$ cat config.mk
export PLATFORM = sky130hd
export DESIGN_NAME = weighted_table_draw_core
export DESIGN_NICKNAME = d
export VERILOG_FILES = /design/src/rtl/wtd_pkg.sv /design/src/rtl/wtd_mod.sv /design/src/rtl/wtd_ctrl.sv /design/src/rtl/wtd_dp.sv /design/src/rtl/weighted_table_draw_core.sv
export SDC_FILE = /design/constraint.sdc
export NUM_CORES = 2
export LEC_CHECK = 0
export CORE_UTILIZATION = 30
export DETAILED_ROUTE_END_ITERATION = 12
export DONT_BUFFER_PORTS = 1
export GPL_TIMING_DRIVEN = 1
export HOLD_SLACK_MARGIN = 0.15
export MAX_ROUTING_LAYER = met4
export PLACE_DENSITY = 0.54
export SYNTH_ARGS = -nofsm -noshare
export SYNTH_HDL_FRONTEND = slang
export SYNTH_SLANG_ARGS = --single-unit
$ cat constraint.sdc
create_clock -name i_clk -period 21.5 [get_ports i_clk]
set_input_delay 2.15 -clock i_clk [delete_from_list [all_inputs] [get_ports i_clk]]
set_output_delay 2.15 -clock i_clk [all_outputs]
set_load 0.03 [all_outputs]
$ cat src/rtl/wtd_pkg.sv
// ----------------------------------------------------------------------------
// wtd_pkg
// Shared types and constants of the weighted table draw core.
// ----------------------------------------------------------------------------
package wtd_pkg;

    localparam int DEF_MAX_ENTRIES = 16;
    localparam int WIDE_W          = 9;     // holds any entry count up to 256
    localparam int WORD_W          = 32;
    localparam int SLOT_W          = 4;
    localparam int ITEM_W          = 8;
    localparam int COUNT_W         = 8;
    localparam int WEIGHT_W        = 16;
    localparam int CFG_W           = 5;
    localparam int SPAN_W          = COUNT_W + 1;

    localparam int IN_DATA_W       = 80;
    localparam int OUT_DATA_W      = 24;

    localparam logic [WORD_W-1:0] MIX_ADD  = 32'h9E37_79B9;
    localparam logic [WORD_W-1:0] MIX_MUL1 = 32'h21F0_AAAD;
    localparam logic [WORD_W-1:0] MIX_MUL2 = 32'h735A_2D97;
    localparam int MIX_SHIFT_A = 16;
    localparam int MIX_SHIFT_B = 15;

    typedef enum logic [0:0] {
        FUNC_LOAD = 1'b0,
        FUNC_DRAW = 1'b1
    } t_func;

    typedef struct packed {
        logic [ITEM_W-1:0]   item;
        logic [COUNT_W-1:0]  least;
        logic [COUNT_W-1:0]  most;
        logic [WEIGHT_W-1:0] weight;
    } t_entry;

    typedef enum logic [3:0] {
        ST_IDLE,
        ST_SUM,
        ST_MOD_W,
        ST_MOD_W_WAIT,
        ST_WALK,
        ST_FETCH,
        ST_MIX1,
        ST_MIX2,
        ST_MOD_C,
        ST_MOD_C_WAIT,
        ST_OUT
    } t_state;

    typedef struct packed {
        logic start;        // latch a draw request
        logic load;         // write a table entry
        logic sum;          // accumulate total weight
        logic mod_start;    // launch the modulo unit
        logic mod_sel_span; // divisor is the count span, else total weight
        logic walk;         // cumulative weight search
        logic fetch;        // read the chosen entry
        logic mix1;
        logic mix2;
        logic out_load;     // capture the result
    } t_cmd;

    typedef struct packed {
        logic sum_done;
        logic total_zero;
        logic mod_busy;
        logic walk_done;
    } t_stat;

endpackage

$ cat src/rtl/wtd_mod.sv
// ----------------------------------------------------------------------------
// wtd_mod
// Restoring remainder unit: a 32-bit word modulo a divisor, one bit a cycle.
// ----------------------------------------------------------------------------
module wtd_mod #(
    parameter int DIV_W = 21
) (
    input  logic                       i_clk,
    input  logic                       i_rst_n,
    input  logic                       i_start,
    input  logic [wtd_pkg::WORD_W-1:0] i_dividend,
    input  logic [DIV_W-1:0]           i_divisor,
    output logic                       o_busy,
    output logic [DIV_W-1:0]           o_rem
);
    import wtd_pkg::*;

    localparam int CNT_W = $clog2(WORD_W + 1);

    logic              r_busy, n_busy;
    logic [CNT_W-1:0]  r_cnt, n_cnt;
    logic [WORD_W-1:0] r_num, n_num;
    logic [DIV_W-1:0]  r_rem, n_rem;
    logic [DIV_W:0]    shifted;
    logic [DIV_W:0]    diff;

    // The partial remainder stays below the divisor, so the shifted value
    // fits one extra bit.
    assign shifted = {r_rem, r_num[WORD_W-1]};
    assign diff    = shifted - {1'b0, i_divisor};

    always_comb begin
        n_busy = r_busy;
        n_cnt  = r_cnt;
        n_num  = r_num;
        n_rem  = r_rem;
        if (i_start) begin
            n_busy = 1'b1;
            n_cnt  = CNT_W'(WORD_W);
            n_num  = i_dividend;
            n_rem  = '0;
        end else if (r_busy) begin
            n_num = {r_num[WORD_W-2:0], 1'b0};
            if (shifted >= {1'b0, i_divisor}) begin
                n_rem = diff[DIV_W-1:0];
            end else begin
                n_rem = shifted[DIV_W-1:0];
            end
            n_cnt = r_cnt - CNT_W'(1);
            if (r_cnt == CNT_W'(1)) begin
                n_busy = 1'b0;
            end
        end
    end

    always_ff @(posedge i_clk) begin
        if (!i_rst_n) begin
            r_busy <= 1'b0;
            r_cnt  <= '0;
        end else begin
            r_busy <= n_busy;
            r_cnt  <= n_cnt;
        end
        r_num <= n_num;
        r_rem <= n_rem;
    end

    assign o_busy = r_busy;
    assign o_rem  = r_rem;

endmodule

$ cat src/rtl/wtd_ctrl.sv
// ----------------------------------------------------------------------------
// wtd_ctrl
// Sequencer of loads and of the draw: sum, reduce, walk, mix, reduce, deliver.
// ----------------------------------------------------------------------------
module wtd_ctrl (
    input  logic           i_clk,
    input  logic           i_rst_n,
    input  logic           i_in_valid,
    input  logic           i_in_func,
    output logic           o_in_ready,
    output logic           o_out_valid,
    input  logic           i_out_ready,
    input  wtd_pkg::t_stat i_stat,
    output wtd_pkg::t_cmd  o_cmd
);
    import wtd_pkg::*;

    t_state r_state, n_state;
    logic   r_out_valid, n_out_valid;
    logic   accept;

    assign o_in_ready = (r_state == ST_IDLE);
    assign accept     = i_in_valid && o_in_ready;

    always_ff @(posedge i_clk) begin
        if (!i_rst_n) begin
            r_state     <= ST_IDLE;
            r_out_valid <= 1'b0;
        end else begin
            r_state     <= n_state;
            r_out_valid <= n_out_valid;
        end
    end

    always_comb begin
        n_state     = r_state;
        n_out_valid = r_out_valid;
        o_cmd       = '0;
        if (r_out_valid && i_out_ready) begin
            n_out_valid = 1'b0;
        end
        unique case (r_state)
            ST_IDLE: begin
                if (accept) begin
                    if (t_func'(i_in_func) == FUNC_DRAW) begin
                        o_cmd.start = 1'b1;
                        n_state     = ST_SUM;
                    end else begin
                        o_cmd.load = 1'b1;
                    end
                end
            end
            ST_SUM: begin
                o_cmd.sum = 1'b1;
                if (i_stat.sum_done) begin
                    n_state = i_stat.total_zero ? ST_OUT : ST_MOD_W;
                end
            end
            ST_MOD_W: begin
                o_cmd.mod_start = 1'b1;
                n_state         = ST_MOD_W_WAIT;
            end
            ST_MOD_W_WAIT: begin
                if (!i_stat.mod_busy) begin
                    n_state = ST_WALK;
                end
            end
            ST_WALK: begin
                o_cmd.walk = 1'b1;
                if (i_stat.walk_done) begin
                    n_state = ST_FETCH;
                end
            end
            ST_FETCH: begin
                o_cmd.fetch = 1'b1;
                n_state     = ST_MIX1;
            end
            ST_MIX1: begin
                o_cmd.mix1 = 1'b1;
                n_state    = ST_MIX2;
            end
            ST_MIX2: begin
                o_cmd.mix2 = 1'b1;
                n_state    = ST_MOD_C;
            end
            ST_MOD_C: begin
                o_cmd.mod_start    = 1'b1;
                o_cmd.mod_sel_span = 1'b1;
                n_state            = ST_MOD_C_WAIT;
            end
            ST_MOD_C_WAIT: begin
                if (!i_stat.mod_busy) begin
                    n_state = ST_OUT;
                end
            end
            ST_OUT: begin
                // The output register must be free or draining this cycle.
                if (!r_out_valid || i_out_ready) begin
                    o_cmd.out_load = 1'b1;
                    n_out_valid    = 1'b1;
                    n_state        = ST_IDLE;
                end
            end
            default: begin
                n_state = ST_IDLE;
            end
        endcase
    end

    assign o_out_valid = r_out_valid;

endmodule

$ cat src/rtl/wtd_dp.sv
// ----------------------------------------------------------------------------
// wtd_dp
// Datapath: entry table, weight accumulator, cumulative search, mixer and
// the shared remainder unit.
// ----------------------------------------------------------------------------
module wtd_dp #(
    parameter int MAX_ENTRIES = wtd_pkg::DEF_MAX_ENTRIES
) (
    input  logic                         i_clk,
    input  logic                         i_rst_n,
    input  wtd_pkg::t_cmd                i_cmd,
    output wtd_pkg::t_stat               o_stat,
    input  logic [wtd_pkg::CFG_W-1:0]    i_entries,
    input  logic [wtd_pkg::SLOT_W-1:0]   i_slot,
    input  wtd_pkg::t_entry              i_entry,
    input  logic [wtd_pkg::WORD_W-1:0]   i_word,
    output logic                         o_found,
    output logic [wtd_pkg::SLOT_W-1:0]   o_slot,
    output logic [wtd_pkg::ITEM_W-1:0]   o_item,
    output logic [wtd_pkg::COUNT_W-1:0]  o_count
);
    import wtd_pkg::*;

    localparam int AW = (MAX_ENTRIES > 1) ? $clog2(MAX_ENTRIES) : 1;
    localparam int CW = $clog2(MAX_ENTRIES + 1);
    localparam int TW = WEIGHT_W + CW;
    localparam logic [WIDE_W-1:0] MAX_WIDE = WIDE_W'(MAX_ENTRIES);

    t_entry             r_table [MAX_ENTRIES];
    t_entry             r_rd_data;
    logic [AW-1:0]      rd_addr;

    logic [WORD_W-1:0]  r_word;
    logic [CW-1:0]      r_n;
    logic [CW-1:0]      r_idx;
    logic               r_rd_pend;
    logic [AW-1:0]      r_rd_idx;
    logic [TW-1:0]      r_total;
    logic [TW-1:0]      r_cum;
    logic               r_hit;
    logic [AW-1:0]      r_pick;
    logic [ITEM_W-1:0]  r_item;
    logic [COUNT_W-1:0] r_lo;
    logic [COUNT_W-1:0] r_hi;
    logic [SPAN_W-1:0]  r_span;
    logic [WORD_W-1:0]  r_z;
    logic               r_div_sel;
    logic               r_out_found;
    logic [SLOT_W-1:0]  r_out_slot;
    logic [ITEM_W-1:0]  r_out_item;
    logic [COUNT_W-1:0] r_out_count;

    logic [WIDE_W-1:0]  slot_wide;
    logic [WIDE_W-1:0]  cfg_wide;
    logic [WIDE_W-1:0]  n_wide;
    logic [WIDE_W-1:0]  pick_wide;
    logic [TW-1:0]      rd_weight;
    logic [TW-1:0]      cum_next;
    logic               hit_now;
    logic               can_issue;
    logic [WORD_W-1:0]  mix_a;
    logic [WORD_W-1:0]  mix_b;
    logic [WORD_W-1:0]  mix_c;
    logic [WORD_W-1:0]  mix_out;
    logic [TW-1:0]      div_divisor;
    logic [TW-1:0]      div_rem;
    logic               div_busy;

    // Table: one write port for loads, one registered read port.
    assign slot_wide = WIDE_W'(i_slot);
    assign rd_addr   = i_cmd.fetch ? r_pick : r_idx[AW-1:0];

    always_ff @(posedge i_clk) begin
        if (i_cmd.load && (slot_wide < MAX_WIDE)) begin
            r_table[slot_wide[AW-1:0]] <= i_entry;
        end
        r_rd_data <= r_table[rd_addr];
    end

    // Entry count saturates at the table depth.
    assign cfg_wide  = WIDE_W'(i_entries);
    assign n_wide    = (cfg_wide > MAX_WIDE) ? MAX_WIDE : cfg_wide;
    assign rd_weight = TW'(r_rd_data.weight);
    assign cum_next  = r_cum + rd_weight;
    assign hit_now   = i_cmd.walk && r_rd_pend && !r_hit && (div_rem < cum_next);
    assign can_issue = (r_idx < r_n);

    // splitmix32 step, one multiply per cycle.
    assign mix_a   = r_word + MIX_ADD;
    assign mix_b   = mix_a ^ (mix_a >> MIX_SHIFT_A);
    assign mix_c   = r_z ^ (r_z >> MIX_SHIFT_B);
    assign mix_out = r_z ^ (r_z >> MIX_SHIFT_B);

    always_ff @(posedge i_clk) begin
        if (!i_rst_n) begin
            r_rd_pend <= 1'b0;
            r_hit     <= 1'b0;
            r_idx     <= '0;
        end else begin
            if (i_cmd.start) begin
                r_idx     <= '0;
                r_rd_pend <= 1'b0;
            end else if (i_cmd.mod_start && !i_cmd.mod_sel_span) begin
                r_idx     <= '0;
                r_rd_pend <= 1'b0;
                r_hit     <= 1'b0;
            end else if (i_cmd.sum) begin
                r_rd_pend <= can_issue;
                if (can_issue) begin
                    r_idx <= r_idx + CW'(1);
                end
            end else if (i_cmd.walk) begin
                if (hit_now) begin
                    r_hit <= 1'b1;
                end
                r_rd_pend <= can_issue && !r_hit && !hit_now;
                if (can_issue && !r_hit && !hit_now) begin
                    r_idx <= r_idx + CW'(1);
                end
            end
        end
    end

    always_ff @(posedge i_clk) begin
        if (i_cmd.start) begin
            r_word  <= i_word;
            r_n     <= n_wide[CW-1:0];
            r_total <= '0;
        end
        if (i_cmd.sum && r_rd_pend) begin
            r_total <= r_total + rd_weight;
        end
        if (i_cmd.mod_start) begin
            r_div_sel <= i_cmd.mod_sel_span;
        end
        if (i_cmd.mod_start && !i_cmd.mod_sel_span) begin
            r_cum  <= '0;
            // Fallback pick is the last entry in use.
            r_pick <= AW'(r_n - CW'(1));
        end
        if ((i_cmd.sum || i_cmd.walk) && can_issue) begin
            r_rd_idx <= r_idx[AW-1:0];
        end
        if (i_cmd.walk && r_rd_pend && !r_hit) begin
            r_cum <= cum_next;
        end
        if (hit_now) begin
            r_pick <= r_rd_idx;
        end
        if (i_cmd.mix1) begin
            r_item <= r_rd_data.item;
            r_lo   <= r_rd_data.least;
            r_hi   <= r_rd_data.most;
            r_z    <= WORD_W'(mix_b * MIX_MUL1);
        end
        if (i_cmd.mix2) begin
            // A reversed range counts as a span of one.
            if (r_hi < r_lo) begin
                r_span <= SPAN_W'(1);
            end else begin
                r_span <= {1'b0, r_hi} - {1'b0, r_lo} + SPAN_W'(1);
            end
            r_z <= WORD_W'(mix_c * MIX_MUL2);
        end
    end

    assign div_divisor = r_div_sel ? TW'(r_span) : r_total;

    wtd_mod #(
        .DIV_W(TW)
    ) u_mod (
        .i_clk     (i_clk),
        .i_rst_n   (i_rst_n),
        .i_start   (i_cmd.mod_start),
        .i_dividend(i_cmd.mod_sel_span ? mix_out : r_word),
        .i_divisor (div_divisor),
        .o_busy    (div_busy),
        .o_rem     (div_rem)
    );

    assign pick_wide = WIDE_W'(r_pick);

    always_ff @(posedge i_clk) begin
        if (i_cmd.out_load) begin
            if (r_total == '0) begin
                r_out_found <= 1'b0;
                r_out_slot  <= '0;
                r_out_item  <= '0;
                r_out_count <= '0;
            end else begin
                r_out_found <= 1'b1;
                r_out_slot  <= pick_wide[SLOT_W-1:0];
                r_out_item  <= r_item;
                r_out_count <= r_lo + div_rem[COUNT_W-1:0];
            end
        end
    end

    assign o_found = r_out_found;
    assign o_slot  = r_out_slot;
    assign o_item  = r_out_item;
    assign o_count = r_out_count;

    assign o_stat.sum_done   = (r_idx == r_n) && !r_rd_pend;
    assign o_stat.total_zero = (r_total == '0);
    assign o_stat.mod_busy   = div_busy;
    assign o_stat.walk_done  = r_hit || ((r_idx == r_n) && !r_rd_pend);

endmodule

$ cat src/rtl/weighted_table_draw_core.sv
// Results: a load gives no result; a draw raises one result, and a draw whose
// total weight is zero goes from the sum straight to delivering its result.
// Requests: one at a time; the two 32-step remainder passes of the
// shared modulo unit and the two table sweeps set the draw time.
// Reset: synchronous, active low; clears the sequencer, output valid and count.
// ----------------------------------------------------------------------------
// weighted_table_draw_core
// Weighted random pick from a table of entries with a count drawn in range.
// ----------------------------------------------------------------------------
module weighted_table_draw_core #(
    parameter int MAX_ENTRIES = wtd_pkg::DEF_MAX_ENTRIES
) (
    input  logic                             i_clk,
    input  logic                             i_rst_n,
    input  logic                             i_cfg_valid,
    output logic                             o_cfg_ready,
    input  logic [wtd_pkg::CFG_W-1:0]        i_cfg_data,
    input  logic                             s_axis_tvalid,
    output logic                             s_axis_tready,
    // slot, item_id, least_count, most_count, entry_weight, random_word, pad
    input  logic [wtd_pkg::IN_DATA_W-1:0]    s_axis_tdata,
    // func
    input  logic [0:0]                       s_axis_tuser,
    output logic                             m_axis_tvalid,
    input  logic                             m_axis_tready,
    // chosen_slot, chosen_item, drop_count, pad
    output logic [wtd_pkg::OUT_DATA_W-1:0]   m_axis_tdata,
    // found
    output logic [0:0]                       m_axis_tuser
);
    import wtd_pkg::*;

    logic [CFG_W-1:0]   r_entries;
    t_cmd               cmd;
    t_stat              stat;
    t_entry             in_entry;
    logic               out_found;
    logic [SLOT_W-1:0]  out_slot;
    logic [ITEM_W-1:0]  out_item;
    logic [COUNT_W-1:0] out_count;

    assign o_cfg_ready = 1'b1;

    always_ff @(posedge i_clk) begin
        if (!i_rst_n) begin
            r_entries <= '0;
        end else if (i_cfg_valid) begin
            r_entries <= i_cfg_data;
        end
    end

    assign in_entry.item   = s_axis_tdata[11:4];
    assign in_entry.least  = s_axis_tdata[19:12];
    assign in_entry.most   = s_axis_tdata[27:20];
    assign in_entry.weight = s_axis_tdata[43:28];

    wtd_ctrl u_ctrl (
        .i_clk      (i_clk),
        .i_rst_n    (i_rst_n),
        .i_in_valid (s_axis_tvalid),
        .i_in_func  (s_axis_tuser[0]),
        .o_in_ready (s_axis_tready),
        .o_out_valid(m_axis_tvalid),
        .i_out_ready(m_axis_tready),
        .i_stat     (stat),
        .o_cmd      (cmd)
    );

    wtd_dp #(
        .MAX_ENTRIES(MAX_ENTRIES)
    ) u_dp (
        .i_clk    (i_clk),
        .i_rst_n  (i_rst_n),
        .i_cmd    (cmd),
        .o_stat   (stat),
        .i_entries(r_entries),
        .i_slot   (s_axis_tdata[3:0]),
        .i_entry  (in_entry),
        .i_word   (s_axis_tdata[75:44]),
        .o_found  (out_found),
        .o_slot   (out_slot),
        .o_item   (out_item),
        .o_count  (out_count)
    );

    assign m_axis_tdata = {4'b0, out_count, out_item, out_slot};
    assign m_axis_tuser = out_found;

    // A not-found result carries all-zero fields.
    a_notfound_zero: assert property (@(posedge i_clk) disable iff (!i_rst_n)
        m_axis_tvalid && !m_axis_tuser[0] |-> m_axis_tdata == '0)
        else $error("not-found result with nonzero fields");

    // A draw occupies the block: no request is taken in the next cycle.
    a_draw_busy: assert property (@(posedge i_clk) disable iff (!i_rst_n)
        s_axis_tvalid && s_axis_tready && s_axis_tuser[0] |=> !s_axis_tready)
        else $error("request accepted while a draw is running");

    // A load never raises a result.
    a_load_silent: assert property (@(posedge i_clk) disable iff (!i_rst_n)
        s_axis_tvalid && s_axis_tready && !s_axis_tuser[0] && !m_axis_tvalid
        |=> !m_axis_tvalid)
        else $error("load produced a result");

    // The sequencer only issues commands away from idle, except load/start.
    a_cmd_idle: assert property (@(posedge i_clk) disable iff (!i_rst_n)
        s_axis_tready |-> !(cmd.sum || cmd.walk || cmd.mod_start || cmd.out_load))
        else $error("datapath command issued while idle");

endmodule

==> out/results.txt <==
Antenna-violating nets left -> 0
Die area -> 0.189 mm^2
IO Pins -> 119
Slew Limit Fails -> 0
Final count of negative-setup-slack endpoints -> 0
DP Wirelength -> 98100 um
Post-route minimum period -> 10160 ps
Commonest non-fill, non-tap cells in the layout -> edfxtp_1 (846), inv_1 (659), ha_1 (475)
DRC Markers -> 0
Die X -> 435 um
Num rows -> 158
Flops & latches, synth -> 931
Post-layout util -> 0.339
Unrepaired setup endpoints after global routing -> no
Worst skew pair latency -> 770 ps
CP max FO -> 8
TritonCTS clock tree -> built
Share of layout cells above drive strength 1 -> 0.0998
Crit Path Class -> reg -> reg
Via count -> 32018
Clock Tree Root -> clkbuf_16
Largest stage delay on the critical path -> 650 ps
TritonCTS Buffers -> 95
Critical path data required time -> 21940 ps
Slew HR -> 0.231
Cells after Synth -> 4184
Final TNS setup -> 0 ps
WL final -> 143000 um
Vias in the first global route -> 33585
Tightest Pin Transition -> 1150 ps
Setup Buffers After CTS -> 0
FMAX -> 98.4 MHz
Clk sinks -> 931
CP Launch Type -> register
Critical-path top delay cell -> fa_1
Global Route Usage Sum -> 0.156
Initial DRC Count -> 1971
HP Class -> reg -> reg
Final-report hold violation count -> 0
Largest net degree at the start of global routing -> 112
Most numerous cell on the critical path -> fa_1
Die Y -> 435 um
Crit end category -> register
Initial Util -> 0.303
Commonest non-fill, non-tap cell in the layout -> edfxtp_1
Hold-fix buffers at CTS -> 0
Layout net count -> 5206
Sequential area share after synthesis -> 0.481
Post-Syn Area per Cell -> 13.5 um^2
Syn-to-layout area delta -> 11.8%
H-tree depth -> 3
Drt first pass iters -> 5
Period utilisation layout -> 0.473
Asr flop ratio synth -> 0
Status -> finished, final reports clean
Final clock skew -> 68.7 ps
Max Cap Viol -> 0
CORE AREA -> 0.186 mm^2
GP Congestion -> 0.907
Vias/cell -> 4.69
Initial antenna violation count -> 2
Post-synthesis cell type count -> 77
Crit path DAT -> 10600 ps
Synth Cell Area -> 0.0563 mm^2
PostCTS Resize Cnt -> 0
Ys Warns -> 0
Ys flop type -> edfxtp_1
Congestion Overflow GR -> 0
Routed length per instance -> 20.9 um
Clock Path Buffers -> 3
Post-synth EDFFs -> 846
Buffers on Ports -> 0
First-pass GRT wire length -> 216000 um
Clock slew seen by the registers of the worst setup and hold paths -> 60 ps
metal layers:
layer  track usage  vias up  share of wire
met4        0.0480        0          0.027
met5             -        -              0
met3        0.0262      160          0.052
met2         0.252      665           0.48
met1         0.200    16379           0.44
li1              -    14814              -
sequential cells by signal, summed over array words and instances, names as in the netlist, 5 cells and up:
name              count
u_dp.u_mod.r_num     32
u_dp.u_mod.o_rem     21
u_dp.r_total         21
u_dp.r_rd_data       40
u_dp.r_item           8
u_dp.r_lo             8
u_dp.u_mod.r_cnt      6
u_dp.r_span           9
u_dp.r_word          32
u_dp.o_count          8
u_dp.r_hi             8
r_entries             5
u_dp.r_cum           21
u_dp.r_table        640
u_dp.r_idx            5
u_dp.r_z             32
u_dp.r_n              5
u_dp.o_item           8
final timing paths:
| kind | startpoint | to | slack (ps) | depth (start not counted) |
|---|---|---|---|---|
| worst min-delay path | u_dp.r_rd_data[31] | u_dp.r_lo[7] | 400 | 0 |
| worst max register to register | u_dp.r_word[0] | u_dp.r_z[31] | 11340 | 35 |
| worst max-delay path | u_dp.r_word[0] | u_dp.r_z[31] | 11340 | 35 |
| worst min register to register | u_dp.r_rd_data[31] | u_dp.r_lo[7] | 400 | 0 |
logic make-up (layout without fill, tap and decap cells):
group                    Yosys count  count (layout)  synth area share
AND/OR/NAND/NOR                  685             685            0.0568
flip-flops                       931             931             0.481
other                              2               8          0.000133
adder cells (fa/ha/maj)          863             863             0.243
XOR/XNOR                         253             253            0.0404
multiplexers                     193             193            0.0699
buffers and inverters            764             914            0.0513
AO/OA/AOI/OAI                    493             493            0.0570
critical path, delay by kind of cell (launching register included):
kind	cells	cell delay, ps
AOI/OAI and AO/OA	12	2080
xor gates and xnor gates	3	990
adders and majority gates	10	4510
buffers and inverters	5	450
DFF	1	510
and+or+nand+nor	5	1310
per-stage QoR:
step / cell area [um^2] / setup WS [ps] / hold slack (ps) / instances
floorplan: 56300 / 12690 / 386 / 4187
global placement: 59800 / 11490 / 388 / 6637
detailed placement: 59800 / 11520 / 389 / 6637
CTS: 63000 / 11450 / 404 / 6817
global route: 63000 / 10830 / 406 / 6820
finish: 63000 / 11340 / 402 / 6820
cells in the mapped netlist, types with 78 or more instances:
cell	number	area (um^2)
a21oi_1	119	596
clkbuf_1	78	293
dfxtp_1	85	1700
edfxtp_1	846	25400
fa_1	386	7730
ha_1	475	5940
inv_1	659	2470
mux4_2	160	3600
nand2_1	219	822
nor2_1	192	721
xnor2_1	166	1450
xor2_1	82	718
layout make-up:
type                       count  area (um^2)
sequential                   931        27100
multi-input combinational   2492        26500
clock buffer                 125         2600
fill                       18073       123000
antenna                        3         7.51
timing repair buffer          72          566
inverter                     662         2480
tap                         2480         3100
clock inverter                55          573
Power is not shown: default switching activity piles up to over one toggle a cycle in this logic, so the estimate is an artifact.
